File: config.mk
export PLATFORM = sky130hd
export DESIGN_NAME = stream_packet_byte_parser_unit
export DESIGN_NICKNAME = d
export VERILOG_FILES = /design/src/sv/spbp_pkg.sv /design/src/sv/spbp_parser.sv /design/src/sv/spbp_queue.sv /design/src/sv/spbp_emitter.sv /design/src/sv/stream_packet_byte_parser_unit.sv
export SDC_FILE = /design/constraint.sdc
export NUM_CORES = 1
export LEC_CHECK = 0
export BUFFER_PORTS_ARGS = -buffer_cell sky130_fd_sc_hd__buf_2
export CAP_MARGIN = 40
export CORE_UTILIZATION = 40
export DETAILED_ROUTE_END_ITERATION = 8
export PLACE_DENSITY = 0.54
export SLEW_MARGIN = 15
export SYNTH_ARGS = -nofsm -noshare
export SYNTH_HDL_FRONTEND = slang
export SYNTH_SLANG_ARGS = --single-unit
File: constraint.sdc
create_clock -name clock -period 12.3 [get_ports clock]
set_input_delay 0.615 -clock clock [delete_from_list [all_inputs] [get_ports clock]]
set_output_delay 0.615 -clock clock [all_outputs]
set_load 0.005 [all_outputs]
File: src/sv/spbp_pkg.sv
// Shared types and constants for the stream packet byte parser.
`default_nettype none

package spbp_pkg;

   localparam int LENGTH_BITS_DEFAULT = 16;
   localparam int QUEUE_DEPTH         = 4;
   localparam int QUEUE_PTR_W         = $clog2(QUEUE_DEPTH);
   localparam int QUEUE_CNT_W         = $clog2(QUEUE_DEPTH + 1);

   localparam int REQ_DATA_W = 24;
   localparam int RSP_DATA_W = 160;
   localparam int RSP_PAD_W  = 2;
   localparam int KIND_W     = 3;

   localparam logic [7:0] HDR_FORM_MASK    = 8'h80;
   localparam logic [7:0] FRAME_FLAGS_MASK = 8'h07;
   localparam logic [7:0] FRAME_STREAM     = 8'h08;
   localparam logic [2:0] FLAG_OFFSET      = 3'b100;
   localparam logic [2:0] FLAG_LENGTH      = 3'b010;
   localparam logic [2:0] FLAG_FIN         = 3'b001;
   localparam logic [7:0] VERSION_BYTES    = 8'd4;

   typedef enum logic [KIND_W-1:0] {
      KIND_HEADER  = 3'd0,
      KIND_DEST_ID = 3'd1,
      KIND_SRC_ID  = 3'd2,
      KIND_FRAME   = 3'd3,
      KIND_DATA    = 3'd4,
      KIND_END     = 3'd5
   } kind_type;

   // results caused by one input byte: an optional main result and an optional end status
   typedef struct packed {
      logic        has_main;
      kind_type    kind;
      logic [7:0]  value_byte;
      logic [2:0]  hdr_type;
      logic        short_header;
      logic [63:0] strm_id;
      logic [63:0] frame_offset;
      logic        fin;
      logic [15:0] data_length;
      logic        has_end;
      logic        accepted;
   } entry_type;

endpackage

`default_nettype wire

File: src/sv/spbp_parser.sv
// Front end: per-byte packet parse state machine, produces at most one queue entry per input byte.
`default_nettype none

module spbp_parser #(
   parameter int LENGTH_BITS = spbp_pkg::LENGTH_BITS_DEFAULT
) (
   input  logic                clock,
   input  logic                reset,
   input  logic                take,
   input  logic [7:0]          in_byte,
   input  logic                start,
   input  logic [15:0]         packet_length,
   output logic                push,
   output spbp_pkg::entry_type entry
);
   import spbp_pkg::*;

   typedef enum logic [13:0] {
      PH_IDLE   = 14'h0001,
      PH_VER    = 14'h0002,
      PH_DLEN   = 14'h0004,
      PH_DID    = 14'h0008,
      PH_SLEN   = 14'h0010,
      PH_SID    = 14'h0020,
      PH_FTYPE  = 14'h0040,
      PH_SIDLEN = 14'h0080,
      PH_SIDB   = 14'h0100,
      PH_OFFLEN = 14'h0200,
      PH_OFFB   = 14'h0400,
      PH_LLEN   = 14'h0800,
      PH_LB     = 14'h1000,
      PH_DATA   = 14'h2000
   } phase_type;

   phase_type              phase_ff, phase_in;
   logic [LENGTH_BITS-1:0] left_ff, left_in;
   logic                   stopped_ff, stopped_in;
   logic [7:0]             count_ff, count_in;
   logic [63:0]            sid_ff, sid_in;
   logic [63:0]            off_ff, off_in;
   logic [63:0]            len_ff, len_in;
   logic [LENGTH_BITS-1:0] dcount_ff, dcount_in;
   logic [2:0]             flags_ff, flags_in;

   logic [LENGTH_BITS-1:0] pkt_len;
   logic [LENGTH_BITS-1:0] base_left;
   logic [LENGTH_BITS-1:0] rem;
   logic [LENGTH_BITS-1:0] byte_w;
   logic [LENGTH_BITS-1:0] frame_dlen;
   logic                   frame_go;
   logic                   active;

   assign pkt_len = LENGTH_BITS'(packet_length);
   assign byte_w  = LENGTH_BITS'(in_byte);
   assign active  = start || (phase_ff != PH_IDLE);

   always_comb begin
      phase_in   = phase_ff;
      count_in   = count_ff;
      sid_in     = sid_ff;
      off_in     = off_ff;
      len_in     = len_ff;
      dcount_in  = dcount_ff;
      flags_in   = flags_ff;
      stopped_in = stopped_ff;
      entry      = '0;
      frame_go   = 1'b0;
      frame_dlen = '0;

      base_left = left_ff;
      if (start) begin
         base_left = (pkt_len == '0) ? LENGTH_BITS'(1) : pkt_len;
      end
      rem = base_left - LENGTH_BITS'(1);

      if (start) begin
         count_in         = '0;
         sid_in           = '0;
         off_in           = '0;
         len_in           = '0;
         dcount_in        = '0;
         flags_in         = '0;
         stopped_in       = 1'b0;
         entry.has_main   = 1'b1;
         entry.kind       = KIND_HEADER;
         if ((in_byte & HDR_FORM_MASK) == '0) begin
            entry.hdr_type = in_byte[6:4];
            count_in       = VERSION_BYTES;
            phase_in       = PH_VER;
         end else begin
            entry.short_header = 1'b1;
            phase_in           = PH_FTYPE;
         end
      end else if (!stopped_ff) begin
         unique case (phase_ff)
            PH_VER: begin
               count_in = count_ff - 8'd1;
               if (count_ff == 8'd1) phase_in = PH_DLEN;
            end
            PH_DLEN: begin
               if (in_byte != '0 && byte_w <= rem) begin
                  count_in = in_byte;
                  phase_in = PH_DID;
               end else begin
                  phase_in = PH_SLEN;
               end
            end
            PH_SLEN: begin
               if (in_byte != '0 && byte_w <= rem) begin
                  count_in = in_byte;
                  phase_in = PH_SID;
               end else begin
                  phase_in = PH_FTYPE;
               end
            end
            PH_DID: begin
               entry.has_main   = 1'b1;
               entry.kind       = KIND_DEST_ID;
               entry.value_byte = in_byte;
               count_in         = count_ff - 8'd1;
               if (count_ff == 8'd1) phase_in = PH_SLEN;
            end
            PH_SID: begin
               entry.has_main   = 1'b1;
               entry.kind       = KIND_SRC_ID;
               entry.value_byte = in_byte;
               count_in         = count_ff - 8'd1;
               if (count_ff == 8'd1) phase_in = PH_FTYPE;
            end
            PH_FTYPE: begin
               if ((in_byte & FRAME_STREAM) != '0) begin
                  flags_in = 3'(in_byte & FRAME_FLAGS_MASK);
                  phase_in = PH_SIDLEN;
               end else begin
                  stopped_in = 1'b1;
               end
            end
            PH_SIDLEN: begin
               if (in_byte == '0 || byte_w > rem) begin
                  stopped_in = 1'b1;
               end else begin
                  count_in = in_byte;
                  sid_in   = '0;
                  phase_in = PH_SIDB;
               end
            end
            PH_SIDB: begin
               sid_in   = {sid_ff[55:0], in_byte};
               count_in = count_ff - 8'd1;
               if (count_ff == 8'd1) begin
                  off_in = '0;
                  if ((flags_ff & FLAG_OFFSET) != '0) begin
                     phase_in = PH_OFFLEN;
                  end else if ((flags_ff & FLAG_LENGTH) != '0) begin
                     phase_in = PH_LLEN;
                  end else begin
                     frame_go   = 1'b1;
                     frame_dlen = rem;
                  end
               end
            end
            PH_OFFLEN: begin
               if (byte_w > rem) begin
                  stopped_in = 1'b1;
               end else begin
                  off_in   = '0;
                  count_in = in_byte;
                  if (in_byte != '0) begin
                     phase_in = PH_OFFB;
                  end else if ((flags_ff & FLAG_LENGTH) != '0) begin
                     phase_in = PH_LLEN;
                  end else begin
                     frame_go   = 1'b1;
                     frame_dlen = rem;
                  end
               end
            end
            PH_OFFB: begin
               off_in   = {off_ff[55:0], in_byte};
               count_in = count_ff - 8'd1;
               if (count_ff == 8'd1) begin
                  if ((flags_ff & FLAG_LENGTH) != '0) begin
                     phase_in = PH_LLEN;
                  end else begin
                     frame_go   = 1'b1;
                     frame_dlen = rem;
                  end
               end
            end
            PH_LLEN: begin
               if (byte_w > rem) begin
                  stopped_in = 1'b1;
               end else begin
                  len_in   = '0;
                  count_in = in_byte;
                  if (in_byte == '0) begin
                     frame_go   = 1'b1;
                     frame_dlen = '0;
                  end else begin
                     phase_in = PH_LB;
                  end
               end
            end
            PH_LB: begin
               len_in   = {len_ff[55:0], in_byte};
               count_in = count_ff - 8'd1;
               if (count_ff == 8'd1) begin
                  frame_go   = 1'b1;
                  frame_dlen = (len_in <= 64'(rem)) ? LENGTH_BITS'(len_in) : '0;
               end
            end
            PH_DATA: begin
               entry.has_main   = 1'b1;
               entry.kind       = KIND_DATA;
               entry.value_byte = in_byte;
               dcount_in        = dcount_ff - LENGTH_BITS'(1);
               if (dcount_ff == LENGTH_BITS'(1)) phase_in = PH_FTYPE;
            end
            default: begin
               stopped_in = 1'b1;
            end
         endcase
      end

      if (frame_go) begin
         entry.has_main     = 1'b1;
         entry.kind         = KIND_FRAME;
         entry.strm_id      = sid_in;
         entry.frame_offset = off_in;
         entry.fin          = (flags_in & FLAG_FIN) != '0;
         entry.data_length  = 16'(frame_dlen);
         dcount_in          = frame_dlen;
         phase_in           = (frame_dlen != '0) ? PH_DATA : PH_FTYPE;
      end

      left_in = rem;
      if (rem == '0) begin
         entry.has_end  = 1'b1;
         entry.accepted = !(phase_in == PH_VER || phase_in == PH_DLEN ||
                            phase_in == PH_DID || phase_in == PH_SLEN);
         phase_in       = PH_IDLE;
         stopped_in     = 1'b0;
      end
   end

   assign push = take && active && (entry.has_main || entry.has_end);

   always_ff @(posedge clock) begin
      if (reset) begin
         phase_ff   <= PH_IDLE;
         left_ff    <= '0;
         stopped_ff <= 1'b0;
      end else if (take && active) begin
         phase_ff   <= phase_in;
         left_ff    <= left_in;
         stopped_ff <= stopped_in;
      end
   end

   always_ff @(posedge clock) begin
      if (take && active) begin
         count_ff  <= count_in;
         sid_ff    <= sid_in;
         off_ff    <= off_in;
         len_ff    <= len_in;
         dcount_ff <= dcount_in;
         flags_ff  <= flags_in;
      end
   end

endmodule

`default_nettype wire

File: src/sv/spbp_queue.sv
// Short FIFO of parsed entries between the parser and the result emitter.
`default_nettype none

module spbp_queue (
   input  logic                clock,
   input  logic                reset,
   input  logic                push,
   input  spbp_pkg::entry_type push_entry,
   input  logic                pop,
   output logic                full,
   output logic                empty,
   output spbp_pkg::entry_type head
);
   import spbp_pkg::*;

   entry_type              slot_ff [QUEUE_DEPTH];
   logic [QUEUE_PTR_W-1:0] wr_ptr_ff, wr_ptr_in;
   logic [QUEUE_PTR_W-1:0] rd_ptr_ff, rd_ptr_in;
   logic [QUEUE_CNT_W-1:0] count_ff, count_in;

   assign full  = (count_ff == QUEUE_CNT_W'(QUEUE_DEPTH));
   assign empty = (count_ff == '0);
   assign head  = slot_ff[rd_ptr_ff];

   always_comb begin
      wr_ptr_in = wr_ptr_ff;
      rd_ptr_in = rd_ptr_ff;
      count_in  = count_ff;
      if (push) begin
         wr_ptr_in = (wr_ptr_ff == QUEUE_PTR_W'(QUEUE_DEPTH - 1)) ? '0
                                                                 : wr_ptr_ff + QUEUE_PTR_W'(1);
      end
      if (pop) begin
         rd_ptr_in = (rd_ptr_ff == QUEUE_PTR_W'(QUEUE_DEPTH - 1)) ? '0
                                                                 : rd_ptr_ff + QUEUE_PTR_W'(1);
      end
      if (push && !pop) begin
         count_in = count_ff + QUEUE_CNT_W'(1);
      end else if (pop && !push) begin
         count_in = count_ff - QUEUE_CNT_W'(1);
      end
   end

   always_ff @(posedge clock) begin
      if (reset) begin
         wr_ptr_ff <= '0;
         rd_ptr_ff <= '0;
         count_ff  <= '0;
      end else begin
         wr_ptr_ff <= wr_ptr_in;
         rd_ptr_ff <= rd_ptr_in;
         count_ff  <= count_in;
      end
   end

   always_ff @(posedge clock) begin
      if (push) begin
         slot_ff[wr_ptr_ff] <= push_entry;
      end
   end

endmodule

`default_nettype wire

File: src/sv/spbp_emitter.sv
// Back end: splits each queue entry into one or two result items behind an output register.
`default_nettype none

module spbp_emitter (
   input  logic                              clock,
   input  logic                              reset,
   input  logic                              head_valid,
   input  spbp_pkg::entry_type               head,
   output logic                              pop,
   output logic                              rsp_tvalid,
   input  logic                              rsp_tready,
   output logic [spbp_pkg::RSP_DATA_W-1:0]   rsp_tdata,
   output logic [spbp_pkg::KIND_W-1:0]       rsp_tuser,
   output logic                              rsp_tlast
);
   import spbp_pkg::*;

   logic                  valid_ff, valid_in;
   logic                  done_ff, done_in;
   kind_type              kind_ff, kind_in;
   logic [RSP_DATA_W-1:0] data_ff, data_in;
   logic                  last_ff, last_in;
   logic                  load;
   logic [RSP_DATA_W-1:0] main_data;
   logic [RSP_DATA_W-1:0] end_data;

   assign main_data = {{RSP_PAD_W{1'b0}}, 1'b0, head.data_length, head.fin,
                       head.frame_offset, head.strm_id, head.short_header,
                       head.hdr_type, head.value_byte};
   assign end_data  = {{RSP_PAD_W{1'b0}}, head.accepted, {(RSP_DATA_W - RSP_PAD_W - 1){1'b0}}};

   assign load = !valid_ff || rsp_tready;

   always_comb begin
      valid_in = valid_ff;
      done_in  = done_ff;
      kind_in  = kind_ff;
      data_in  = data_ff;
      last_in  = last_ff;
      pop      = 1'b0;
      if (load) begin
         valid_in = head_valid;
         if (head_valid) begin
            if (head.has_main && !done_ff) begin
               kind_in = head.kind;
               data_in = main_data;
               last_in = !head.has_end;
               if (head.has_end) begin
                  done_in = 1'b1;
               end else begin
                  pop = 1'b1;
               end
            end else begin
               kind_in = KIND_END;
               data_in = end_data;
               last_in = 1'b1;
               done_in = 1'b0;
               pop     = 1'b1;
            end
         end
      end
   end

   always_ff @(posedge clock) begin
      if (reset) begin
         valid_ff <= 1'b0;
         done_ff  <= 1'b0;
      end else begin
         valid_ff <= valid_in;
         done_ff  <= done_in;
      end
   end

   always_ff @(posedge clock) begin
      kind_ff <= kind_in;
      data_ff <= data_in;
      last_ff <= last_in;
   end

   assign rsp_tvalid = valid_ff;
   assign rsp_tdata  = data_ff;
   assign rsp_tuser  = kind_ff;
   assign rsp_tlast  = last_ff;

endmodule

`default_nettype wire

File: src/sv/stream_packet_byte_parser_unit.sv
// Packet byte parser top level: 4-entry parse queue between the parser and the result emitter.
// Takes one packet byte per cycle while the queue is not full and turns it into zero, one or two
// result items (header info, connection ID bytes, stream frame headers, data bytes, and an end
// status on the last byte of the packet). The parser settles each byte in the cycle it is
// accepted and writes its results as one entry into a 4-entry queue; the emitter drains one
// result per cycle while the receiver takes results, through an output register, so a result
// passes through a queue slot and the output register. req_tready drops only while the queue is full.
`default_nettype none

module stream_packet_byte_parser_unit #(
   parameter int LENGTH_BITS = spbp_pkg::LENGTH_BITS_DEFAULT
) (
   input  logic                            clock,
   input  logic                            reset,
   input  logic                            req_tvalid,
   output logic                            req_tready,
   input  logic [spbp_pkg::REQ_DATA_W-1:0] req_tdata,   // in_byte[7:0], packet_length[23:8]
   input  logic                            req_tuser,   // start_of_packet
   output logic                            rsp_tvalid,
   input  logic                            rsp_tready,
   // value_byte[7:0], hdr_type[10:8], short_header[11], strm_id[75:12],
   // frame_offset[139:76], fin[140], data_length[156:141], accepted[157], zero[159:158]
   output logic [spbp_pkg::RSP_DATA_W-1:0] rsp_tdata,
   output logic [spbp_pkg::KIND_W-1:0]     rsp_tuser,   // kind
   output logic                            rsp_tlast    // last
);
   import spbp_pkg::*;

   logic      take;
   logic      q_push;
   logic      q_pop;
   logic      q_full;
   logic      q_empty;
   entry_type q_in;
   entry_type q_head;

   assign req_tready = !q_full;
   assign take       = req_tvalid && req_tready;

   spbp_parser #(
      .LENGTH_BITS(LENGTH_BITS)
   ) u_parser (
      .clock         (clock),
      .reset         (reset),
      .take          (take),
      .in_byte       (req_tdata[7:0]),
      .start         (req_tuser),
      .packet_length (req_tdata[23:8]),
      .push          (q_push),
      .entry         (q_in)
   );

   spbp_queue u_queue (
      .clock      (clock),
      .reset      (reset),
      .push       (q_push),
      .push_entry (q_in),
      .pop        (q_pop),
      .full       (q_full),
      .empty      (q_empty),
      .head       (q_head)
   );

   spbp_emitter u_emitter (
      .clock      (clock),
      .reset      (reset),
      .head_valid (!q_empty),
      .head       (q_head),
      .pop        (q_pop),
      .rsp_tvalid (rsp_tvalid),
      .rsp_tready (rsp_tready),
      .rsp_tdata  (rsp_tdata),
      .rsp_tuser  (rsp_tuser),
      .rsp_tlast  (rsp_tlast)
   );

`ifndef ASSERT_OFF
   a_push_not_full: assert property (@(posedge clock) disable iff (reset)
      q_push |-> (take && !q_full))
      else $error("parse queue written while full or without an accepted item");

   a_pop_not_empty: assert property (@(posedge clock) disable iff (reset)
      q_pop |-> !q_empty)
      else $error("parse queue read while empty");

   a_end_is_last: assert property (@(posedge clock) disable iff (reset)
      (rsp_tvalid && rsp_tuser == KIND_END) |-> rsp_tlast)
      else $error("end status item without last");

   a_not_last_then_end: assert property (@(posedge clock) disable iff (reset)
      (rsp_tvalid && rsp_tready && !rsp_tlast) |=> (rsp_tvalid && rsp_tuser == KIND_END))
      else $error("item marked not last is not followed by an end status");
`endif

endmodule

`default_nettype wire

# Yosys cells after proc, flatten, opt, wreduce, memory -nomap -nowiden
# Memories as Yosys holds them, arrays and structs flattened. A register that Yosys moved wholly into a read port is not among the register bits.
# Cells that the tools add are included.
# op_classes
magnitude_cmp	3
eq_ne	30
reduce_logical	45
n_bitwise	1
addsub	7
muxes	106
# ops
op	n
$mux W64	7
$mux W14	19
$mux W16	16
$pmux W64 S3	1
$pmux W14 S12	1
$mux W145	1
$pmux W64 S2	1
$mux W56	2
$pmux W56 S2	1
$le A64 B16 Y1	1
$pmux W16 S4	1
$mux W8	6
$pmux W12 S3	1
$logic_not A16 Y1	2
$pmux W8 S4	1
$sub A16 B1 Y16 const B	2
$eq A14 B2 Y1 const B	2
$eq A14 B3 Y1 const B	2
$eq A14 B4 Y1 const B	2
$eq A14 B5 Y1 const B	2
$mux W1	27
$mux W3	7
$eq A16 B1 Y1 const B	1
$gt A8 B16 Y1	1
47 further kinds	85
# totals
ramBits	652
mem_count	1
register_bits	415
# memory_table
name	depth	word_bits	read_ports	rd_ports_with_merged_regs	write_ports	line	rtl
u_queue.slot_ff	4	163	1	1	1	spbp_queue.sv:16	entry_type slot_ff [QUEUE_DEPTH];

# Longest topological paths before layout
# Gate-level depths: netlist (run 1).
# logic_depth
ltp_word	25
mapped_depth	29
ltp_nobuf	24

# Cells and area by module
# Synthesis (run 1) repeated with hierarchy kept, for this count alone.
# hier_totals
cells_unflattened	2765
hier_area_um2	44283.7
# by_module_without_submodules
module	seq_area_each_um2	cells_each	n_inst	area_each_um2
spbp_queue	19759.0	895	1	23922.9
spbp_parser	6956.7	1510	1	14219.9
spbp_emitter	4904.7	357	1	6127.1
stream_packet_byte_parser_unit	0.0	3	1	13.8

# Worst setup path before layout (run 1)
# OpenSTA, ideal clock, no wires.
# synth_path
path_kind	in2reg
from	input rsp_tready
to	register u_queue.count_ff[2]
stages	9
path_slack_ps	1280
arrival_ps	10949
path_cell_list	inv_1 -> a21oi_1 -> nand2_1 -> ha_1 -> inv_1 -> fa_1 -> xor2_1 -> or3_1 -> a21oi_1
# synth_via
elab_chain_len	5
# synth_rtl
item	line	rtl
start: declaration	stream_packet_byte_parser_unit.sv:20	input logic rsp_tready,
$logic_or A1 B1 Y1 (*)	spbp_emitter.sv:32	assign load = !valid_ff || rsp_tready;
$mux W1 (*)	spbp_emitter.sv:41	if (load) begin
$logic_not A1 Y1	spbp_queue.sv:37	if (push && !pop) begin
$logic_and A1 B1 Y1	spbp_queue.sv:37	
$mux W3 or $reduce_bool A2 Y1 (tied branches)	n/a	
end signal: assignment	spbp_queue.sv:52	count_ff <= count_in;
end: declaration	spbp_queue.sv:19	logic [QUEUE_CNT_W-1:0] count_ff, count_in;
# Every way passes the cells marked *; elsewhere a longest branch is shown, timed or not.
# A chain may end at the register's enable or synchronous reset.

# Worst setup path after layout (run 1)
# layout_path
from	input req_tdata[12] in the netlist's numbering
to	memory u_queue.slot_ff[1][124] in the netlist's numbering, enable pin
# layout_via
elab_chain_len	14
# layout_rtl
item	line	rtl
start: declaration	stream_packet_byte_parser_unit.sv:17	input logic [spbp_pkg::REQ_DATA_W-1:0] req_tdata,
$logic_not A16 Y1 (*)	spbp_parser.sv:72	base_left = (pkt_len == '0) ? LENGTH_BITS'(1) : pkt_len;
$mux W16 (*)	spbp_parser.sv:72	
$mux W16 (*)	spbp_parser.sv:71	if (start) begin
$sub A16 B1 Y16 (*)	spbp_parser.sv:74	rem = base_left - LENGTH_BITS'(1);
named net u_parser.left_in[0]	spbp_parser.sv:36	logic [LENGTH_BITS-1:0] left_ff, left_in;
$gt A8 B16 Y1	spbp_parser.sv:163, spbp_parser.sv:191	
$mux W1, on equally long branches	spbp_parser.sv:191, spbp_parser.sv:163	
$pmux W1 S5	spbp_parser.sv:95	unique case (phase_ff)
$mux W1	spbp_parser.sv:94	end else if (!stopped_ff) begin
$mux W1	spbp_parser.sv:76	if (start) begin
$mux W4	spbp_parser.sv:225	if (frame_go) begin
$logic_or A1 B1 Y1 (*)	spbp_parser.sv:246	assign push = take && active && (entry.has_main || entry.has_end);
$logic_and A1 B1 Y1 (*)	spbp_parser.sv:246	
named net q_push	stream_packet_byte_parser_unit.sv:30	logic q_push;
$mux W1 (*)	spbp_queue.sv:57	if (push) begin
$mux W1 (implied by the code) (*)	spbp_queue.sv:58	slot_ff[wr_ptr_ff] <= push_entry;
end: declaration	spbp_queue.sv:16	
# Mark *: on every way through the listed nets, which the timed path passes. The rest lies on a longest branch.

==> results.ini, run 1 <==
[status]
status=finished, final reports clean

[setup_path]
cp_slowest_cell=buf_4
r2r-end=u_queue.slot_ff[1][124]$_DFFE_PP_
critical_path_class=primary input to flip-flop
r2r_slack_ns=5.34
critPathTopFamily=simple AND/OR/NAND/NOR gates
critPathCapture=u_queue.slot_ff[1][124]$_DFFE_PP_
reg2reg_from=u_parser.left_ff[0]$_SDFFE_PP0P_
slowest_delay_ns=0.60
worst-path-buf-inv=7
timing.critical_path.cells=buf_2 -> nor4_1 -> nand4_1 -> a31oi_1 -> inv_1 -> ha_1 -> o211ai_1 -> nor2_1 -> xor2_1 -> o21a_1 -> inv_1 -> ha_1 -> nand4_1 -> or2_2 -> o311a_1 -> and4_1 -> o41ai_4 -> buf_4 -> nor3_4 -> a21oi_4 -> and2_4 -> buf_16 -> buf_4 -> buf_12
required_ns=12.67
path_max_fanout=72
startpoint=req_tdata[12]
r2r_cells=20
critical_path_arrival_ns=7.61
end_kind=flip-flop
start_kind=primary input
cp.depth=24

[die]
dieArea_sq_um=111000
rows=121
start_util_pct=40.3
core_area_sq_um=109000
die_h_microns=333
io_pins=195
die_w_microns=333

[routing]
drc_errors=0
drt_wl_total_microns=107000
wl_met1_microns=46500
vias=24400
antenna_left=0
wire_per_inst_microns=24.4
top_layer=met5
first_iter_violations=2113
drt_pre_antenna_iters=5
vias_per_cell=5.55
routed-wl-met3_microns=6390
route.met2.wl_microns=51200

[synthesis]
synth_top_area_cell=edfxtp_1
synth-seq-cells=1067
netlist.area_leader.share_pct=70.1
yosys_warnings=0
yosysSeqAreaShare_pct=72.0
yosys-top-cells-area=edfxtp_1 (70%), mux4_2 (8.4%), nor2_1 (2.5%)
postSynthAreaPerCell_sq_um=16.3
synthTopCellsByCount=edfxtp_1 (1025), nor2_1 (291), nor2b_1 (165)
synth-edff-count=1025
synth_area_sq_um=43900
synth_cells=2687
yosysUniqueCellTypes=85
synth.most_common_cell=edfxtp_1
async_reset_ff_share_pct=0
synthFlopType=edfxtp_1

[power_and_ir_drop]
p_per_area_nw_per_um2=198
p_leak_nw=18.1
vdd_ir_drop_max_mv=0.134
total_power_w=0.00996

[global_route]
overflow=0
grt_use_total_pct=19.2
grt_start_max_net_pins=162
grt_pass1_wl_microns=161000
antenna_found_initial=11
grt_pass1_vias=25200

[sta]
tightest_slew_ns=1.09
hold_viol_final=0
slew_viol_final=0
timing.final.crit_share_pct=58.9
timing.fmax_ghz=0.138
skew_ns=0.0319
tns_ns=0
slew_headroom_pct=27.1
rsz0062_at_grt=no
fin_crit_ns=7.24
final-setup-viol-count=0

[clock_network]
cts_max_level=3
root_buffer=clkbuf_16
cts_num_sinks=1067
post_cts_buffers=0
clk_latency_ns=0.69
numCtsBuffers=110
cts_hold_buf=0
cts_tree=built
clockBufferDepth=3
clkTransAtPathRegs_ns=0.06
post_cts_resize_count=0

[final_layout]
final_util_pct=46.3
drive_gt1_share_pct=20.8
fill_cells=9413
n_antenna_cell=0
area_delta_synth_final_pct=14.7
fin_nets=2943

[place]
portBuffers=192
globalplace.congestion=0.857
hpwlAfterDp_microns=67300

[hold_path]
hp-class=primary input to flip-flop

[run]
cap_violations=0

worst min path at each step:
| stage | cells past startpoint | startpoint | endpoint | slack [ns] |
|---|---|---|---|---|
| after floorplan | 2 | u_parser.left_ff[12]$_SDFFE_PP0P_ | u_parser.left_ff[12]$_SDFFE_PP0P_ | 0.44 |
| after global placement | 2 | u_parser.left_ff[13]$_SDFFE_PP0P_ | u_parser.left_ff[13]$_SDFFE_PP0P_ | 0.45 |
| after detailed placement | 2 | u_parser.left_ff[13]$_SDFFE_PP0P_ | u_parser.left_ff[13]$_SDFFE_PP0P_ | 0.46 |
| after CTS | 4 | rsp_tready | u_emitter.rsp_tvalid$_SDFFE_PP0N_ | 0.22 |
| after global routing | 4 | rsp_tready | u_emitter.rsp_tvalid$_SDFFE_PP0N_ | 0.26 |
| final | 4 | rsp_tready | u_emitter.rsp_tvalid$_SDFFE_PP0N_ | 0.25 |
worst register-to-register path, cell delays in order (launching register included):
cell and delay [ns]:
dfxtp_1 0.33, or4_1 0.55, a2bb2oi_1 0.36, o21ai_0 0.32, nor3_1 0.25, xnor2_1 0.10
mux2i_1 0.41, inv_1 0.09, ha_1 0.30, nand4_1 0.12, or2_2 0.35, o311a_1 0.14
and4_1 0.33, o41ai_4 0.36, buf_4 0.60, nor3_4 0.18, a21oi_4 0.30, and2_4 0.41
buf_16 0.26, buf_4 0.55, buf_12 0.29
where the power goes:
part           switching, W  internal (W)
Combinational       0.00109      0.000796
Sequential         0.000196       0.00457
Clock               0.00137       0.00194
metal layers:
metal	track usage, %	up-vias
li1	-	10900
met1	26.6	12600
met2	30.9	772
met3	3.09	162
met4	6.07	2
met5	0	-
stage by stage:
step	worst slack, ns	instance area, sq um	hold WS, ns	std cells
floorplan	1.28	43900	0.436	2688
detailed placement	4.28	46700	0.458	4186
finish	5.06	50400	0.251	4389
global placement	4.10	46300	0.450	4168
CTS	5.03	50300	0.215	4386
global route	4.65	50400	0.264	4389
sequential cells by signal, summed over array words and instances, names as in the netlist, named ones only:
| register | cells |
|---|---|
| u_parser.flags_ff | 3 |
| u_queue.rd_ptr_ff | 2 |
| u_parser.sid_ff | 64 |
| u_queue.wr_ptr_ff | 2 |
| u_queue.slot_ff | 652 |
| u_emitter.rsp_tlast | 1 |
| u_parser.phase_ff | 14 |
| u_parser.count_ff | 8 |
| u_parser.dcount_ff | 16 |
| u_parser.len_ff | 56 |
| u_emitter.rsp_tvalid | 1 |
| u_emitter.rsp_tdata | 158 |
| u_emitter.rsp_tuser | 3 |
| u_emitter.done_ff | 1 |
| u_queue.count_ff | 3 |
| u_parser.off_ff | 64 |
| u_parser.left_ff | 16 |
| u_parser.stopped_ff | 1 |
final cells by class:
cell class	instances	area, sq um	area share [%]
Clock buffer	137	2980	5.92
Tap cell	1414	1770	3.51
Clock inverter	63	598	1.19
Inverter	35	136	0.271
Timing Repair Buffer	247	1710	3.39
Multi-Input combinational cell	1426	11600	22.9
Sequential cell	1067	31600	62.8
cell usage in the layout, fill, tap and decap left out, types with 34 or more instances in the layout:
cell / n
edfxtp_1: 1025
nor2_1: 288
buf_2: 192
nor2b_1: 165
mux4_2: 163
a22oi_1: 130
clkbuf_16: 115
and2_1: 84
nand2_1: 76
and3_1: 58
a21oi_1: 46
dfxtp_1: 40
nor4_1: 34
buf_4: 34
logic make-up (layout without fill, tap and decap cells):
kind of cell / count (synthesis) / after routing / synth area share, %
flops: 1067 / 1067 / 72.0
simple gates: 860 / 860 / 10.4
compound gates: 306 / 306 / 5.19
buf+inv: 195 / 482 / 1.83
mux: 190 / 190 / 8.98
xor+xnor: 41 / 41 / 0.849
fa+ha+maj: 27 / 27 / 0.786
other cells: 1 / 2 / 0.00854
Note: power is estimated with default switching activity, not from simulation.
==> inputs of run 2 (changes only) <==
==> constraint.sdc (replaced) <==
create_clock -name clock -period 7.05 [get_ports clock]
set_input_delay 0.3525 -clock clock [delete_from_list [all_inputs] [get_ports clock]]
set_output_delay 0.3525 -clock clock [all_outputs]
set_load 0.005 [all_outputs]
==> run 2 against run 1 <==
Net effect:
- via count up 0.25%
- sequential cell count unchanged
- first-iteration DRC count down 5.8%
- sequential share of layout area down 0.15 points
- worst hold slack worse by 0.10 ns
- design area up 0.25%
- clock skew about the same
- global-route usage up 0.051 points
- utilization up 0.11 points
- critical path depth down 3
- register-to-register slack worse by 4.3 ns
- critical path type is now flip-flop to flip-flop
==> results.ini, run 2 (synthesis gave the netlist of run 1 again) <==
[hold_path]
hp-class=primary input to flip-flop

[setup_path]
required_ns=7.65  ; -5.02 ns
critical_path_class=flip-flop to flip-flop
critPathCapture=u_queue.count_ff[2]$_SDFFE_PP0P_
end_kind=flip-flop
r2r_cells=21  ; +5.0%
r2r_slack_ns=1.05  ; -4.29 ns
critical_path_arrival_ns=6.60  ; -1.01 ns
reg2reg_from=u_parser.left_ff[0]$_SDFFE_PP0P_
start_kind=flip-flop
r2r-end=u_queue.count_ff[2]$_SDFFE_PP0P_
startpoint=u_parser.left_ff[0]$_SDFFE_PP0P_
path_max_fanout=10  ; -86%

[sta]
tightest_slew_ns=0.879  ; -0.214 ns
final-setup-viol-count=0  ; unchanged
timing.final.crit_share_pct=85.1
skew_ns=0.0317  ; -0.000109 ns
worst_slack_ns=1.05  ; -4.01 ns
slew_headroom_pct=41.4  ; +14 points
hold_viol_final=0  ; unchanged
timing.fmax_ghz=0.167
fin_crit_ns=6.00
slew_viol_final=0  ; unchanged
rsz0062_at_grt=no

[routing]
drt_pre_antenna_iters=5  ; unchanged
wire_per_inst_microns=24.2  ; -0.42%
vias=24400  ; +0.25%
antenna_left=0  ; unchanged
drc_errors=0  ; unchanged
vias_per_cell=5.54  ; -0.21%
drt_wl_total_microns=107000  ; about the same
first_iter_violations=1990  ; -5.8%

[clock_network]
cts_max_level=3  ; unchanged
root_buffer=clkbuf_16
post_cts_buffers=0  ; unchanged
cts_tree=built
clkTransAtPathRegs_ns=0.07  ; about the same
clockBufferDepth=3  ; unchanged
numCtsBuffers=110  ; unchanged
clk_latency_ns=0.69  ; about the same
cts_num_sinks=1067  ; unchanged

[place]
globalplace.congestion=0.873  ; +1.9%
dp_slack_ns=0.669  ; -3.61 ns
dpl_cell_area_sq_um=47000  ; +0.50%
hpwlAfterDp_microns=68400  ; +1.6%
portBuffers=192  ; unchanged

[final_layout]
fin_nets=2961  ; +0.61%
regMostFlops=u_queue.slot_ff
final_cell_mix=edfxtp_1 (1025), nor2_1 (288), buf_2 (192)
stdcell_area_sq_um=50500  ; +0.25%
final_util_pct=46.4  ; +0.11 points
final_common_cell=edfxtp_1
area_delta_synth_final_pct=15.0
largest_reg_flops=652  ; unchanged
drive_gt1_share_pct=21.2  ; +0.36 points

[die]
rows=121  ; unchanged
die_w_microns=333  ; unchanged
start_util_pct=40.3  ; unchanged
die_h_microns=333  ; unchanged
dieArea_sq_um=111000  ; unchanged
core_area_sq_um=109000  ; unchanged
io_pins=195  ; unchanged

[global_route]
grt_pass1_vias=25100  ; -0.44%
overflow=0  ; unchanged
grt_pass1_wl_microns=161000  ; about the same
grt_start_max_net_pins=72  ; -56%
antenna_found_initial=10  ; -1
grt_use_total_pct=19.2  ; +0.051 points

[power_and_ir_drop]
p_per_area_nw_per_um2=340  ; +72%
vdd_ir_drop_max_mv=0.249  ; +85%
p_leak_nw=18.2  ; +0.25%

[status]
status=finished, final reports clean

[run]
cap_violations=0  ; unchanged

## run 2: cell types whose count changed in the layout (fill, tap and decap cells not counted), sizes merged, moves of 3 or more
cell / delta
bufinv: -4
clkinv: -3
diode: +4
inv: +3
buf: +17
## run 2: critical path, stage by stage, from the launching register on
cell and delay [ns]:
dfxtp_1 0.33, or4_1 0.55, a2bb2oi_1 0.37, o21ai_0 0.33
nor3_1 0.25, xnor2_1 0.10, mux2i_1 0.38, inv_1 0.09
ha_1 0.30, nand4_1 0.12, or2_2 0.35, o311a_1 0.15
and4_1 0.34, o41ai_4 0.45, nor3_4 0.14, a21oi_4 0.31
ha_1 0.25, inv_1 0.06, fa_1 0.37, xor2_1 0.17
or3_1 0.31, a21oi_1 0.16
## run 2: how the worst min path moves through the flow
stage / start / cells after the start / slack, ns / end
floorplan: u_parser.left_ff[12]$_SDFFE_PP0P_ / 2 / 0.44 / u_parser.left_ff[12]$_SDFFE_PP0P_
global placement: u_parser.left_ff[13]$_SDFFE_PP0P_ / 2 / 0.44 / u_parser.left_ff[13]$_SDFFE_PP0P_
detailed placement: u_parser.left_ff[13]$_SDFFE_PP0P_ / 2 / 0.45 / u_parser.left_ff[13]$_SDFFE_PP0P_
CTS: req_tuser / 3 / 0.1 / u_parser.phase_ff[0]$_SDFFE_PP1P_
global route: reset / 2 / 0.13 / u_parser.left_ff[8]$_SDFFE_PP0P_
finish: reset / 2 / 0.15 / u_parser.left_ff[5]$_SDFFE_PP0P_
## run 2: cell type report
cell class | instances | area [sq um]
diodes | 4 | 10.0
clock buffers | 138 | 2900
clock inverters | 60 | 538
fillers | 9344 | 58300
inverters | 35 | 136
multi-input cells | 1426 | 11600
flip-flops and latches | 1067 | 31600
well taps | 1414 | 1770
repair buffers | 265 | 1970
## run 2: power by group
group / switching [W] / internal [W] / total, W
sequential: 0.000345 / 0.00797 / 0.00832
combinational: 0.00191 / 0.00140 / 0.00330
clock: 0.00239 / 0.00317 / 0.00556
total: 0.00464 / 0.0125 / 0.0172
## run 2: stage by stage
stage / setup TNS, ns / power [W] / hold slack (ns) / instances
2_1_floorplan: -414.15 / 0.0104 / 0.436 / 2688
3_3_place_gp: 0 / 0.0117 / 0.444 / 4190
3_5_place_dp: 0 / 0.0119 / 0.450 / 4203
4_1_cts: 0 / 0.0175 / 0.0985 / 4402
5_1_grt: 0 / 0.0180 / 0.129 / 4405
6_report: 0 / 0.0172 / 0.149 / 4409
## run 2: repair_timing
action	4_1_cts	5_1_grt
endpoints found under the hold margin	1	0
resized for setup	0	0
hold buffers	1	0
## run 2: per-layer routing
layer,vias to the layer above,wire (microns),global-route usage [%]
met5,-,23,0
met4,4,2460,5.59
met3,169,6440,3.65
met2,765,51400,31.2
met1,12600,46600,26.3
li1,10900,-,-
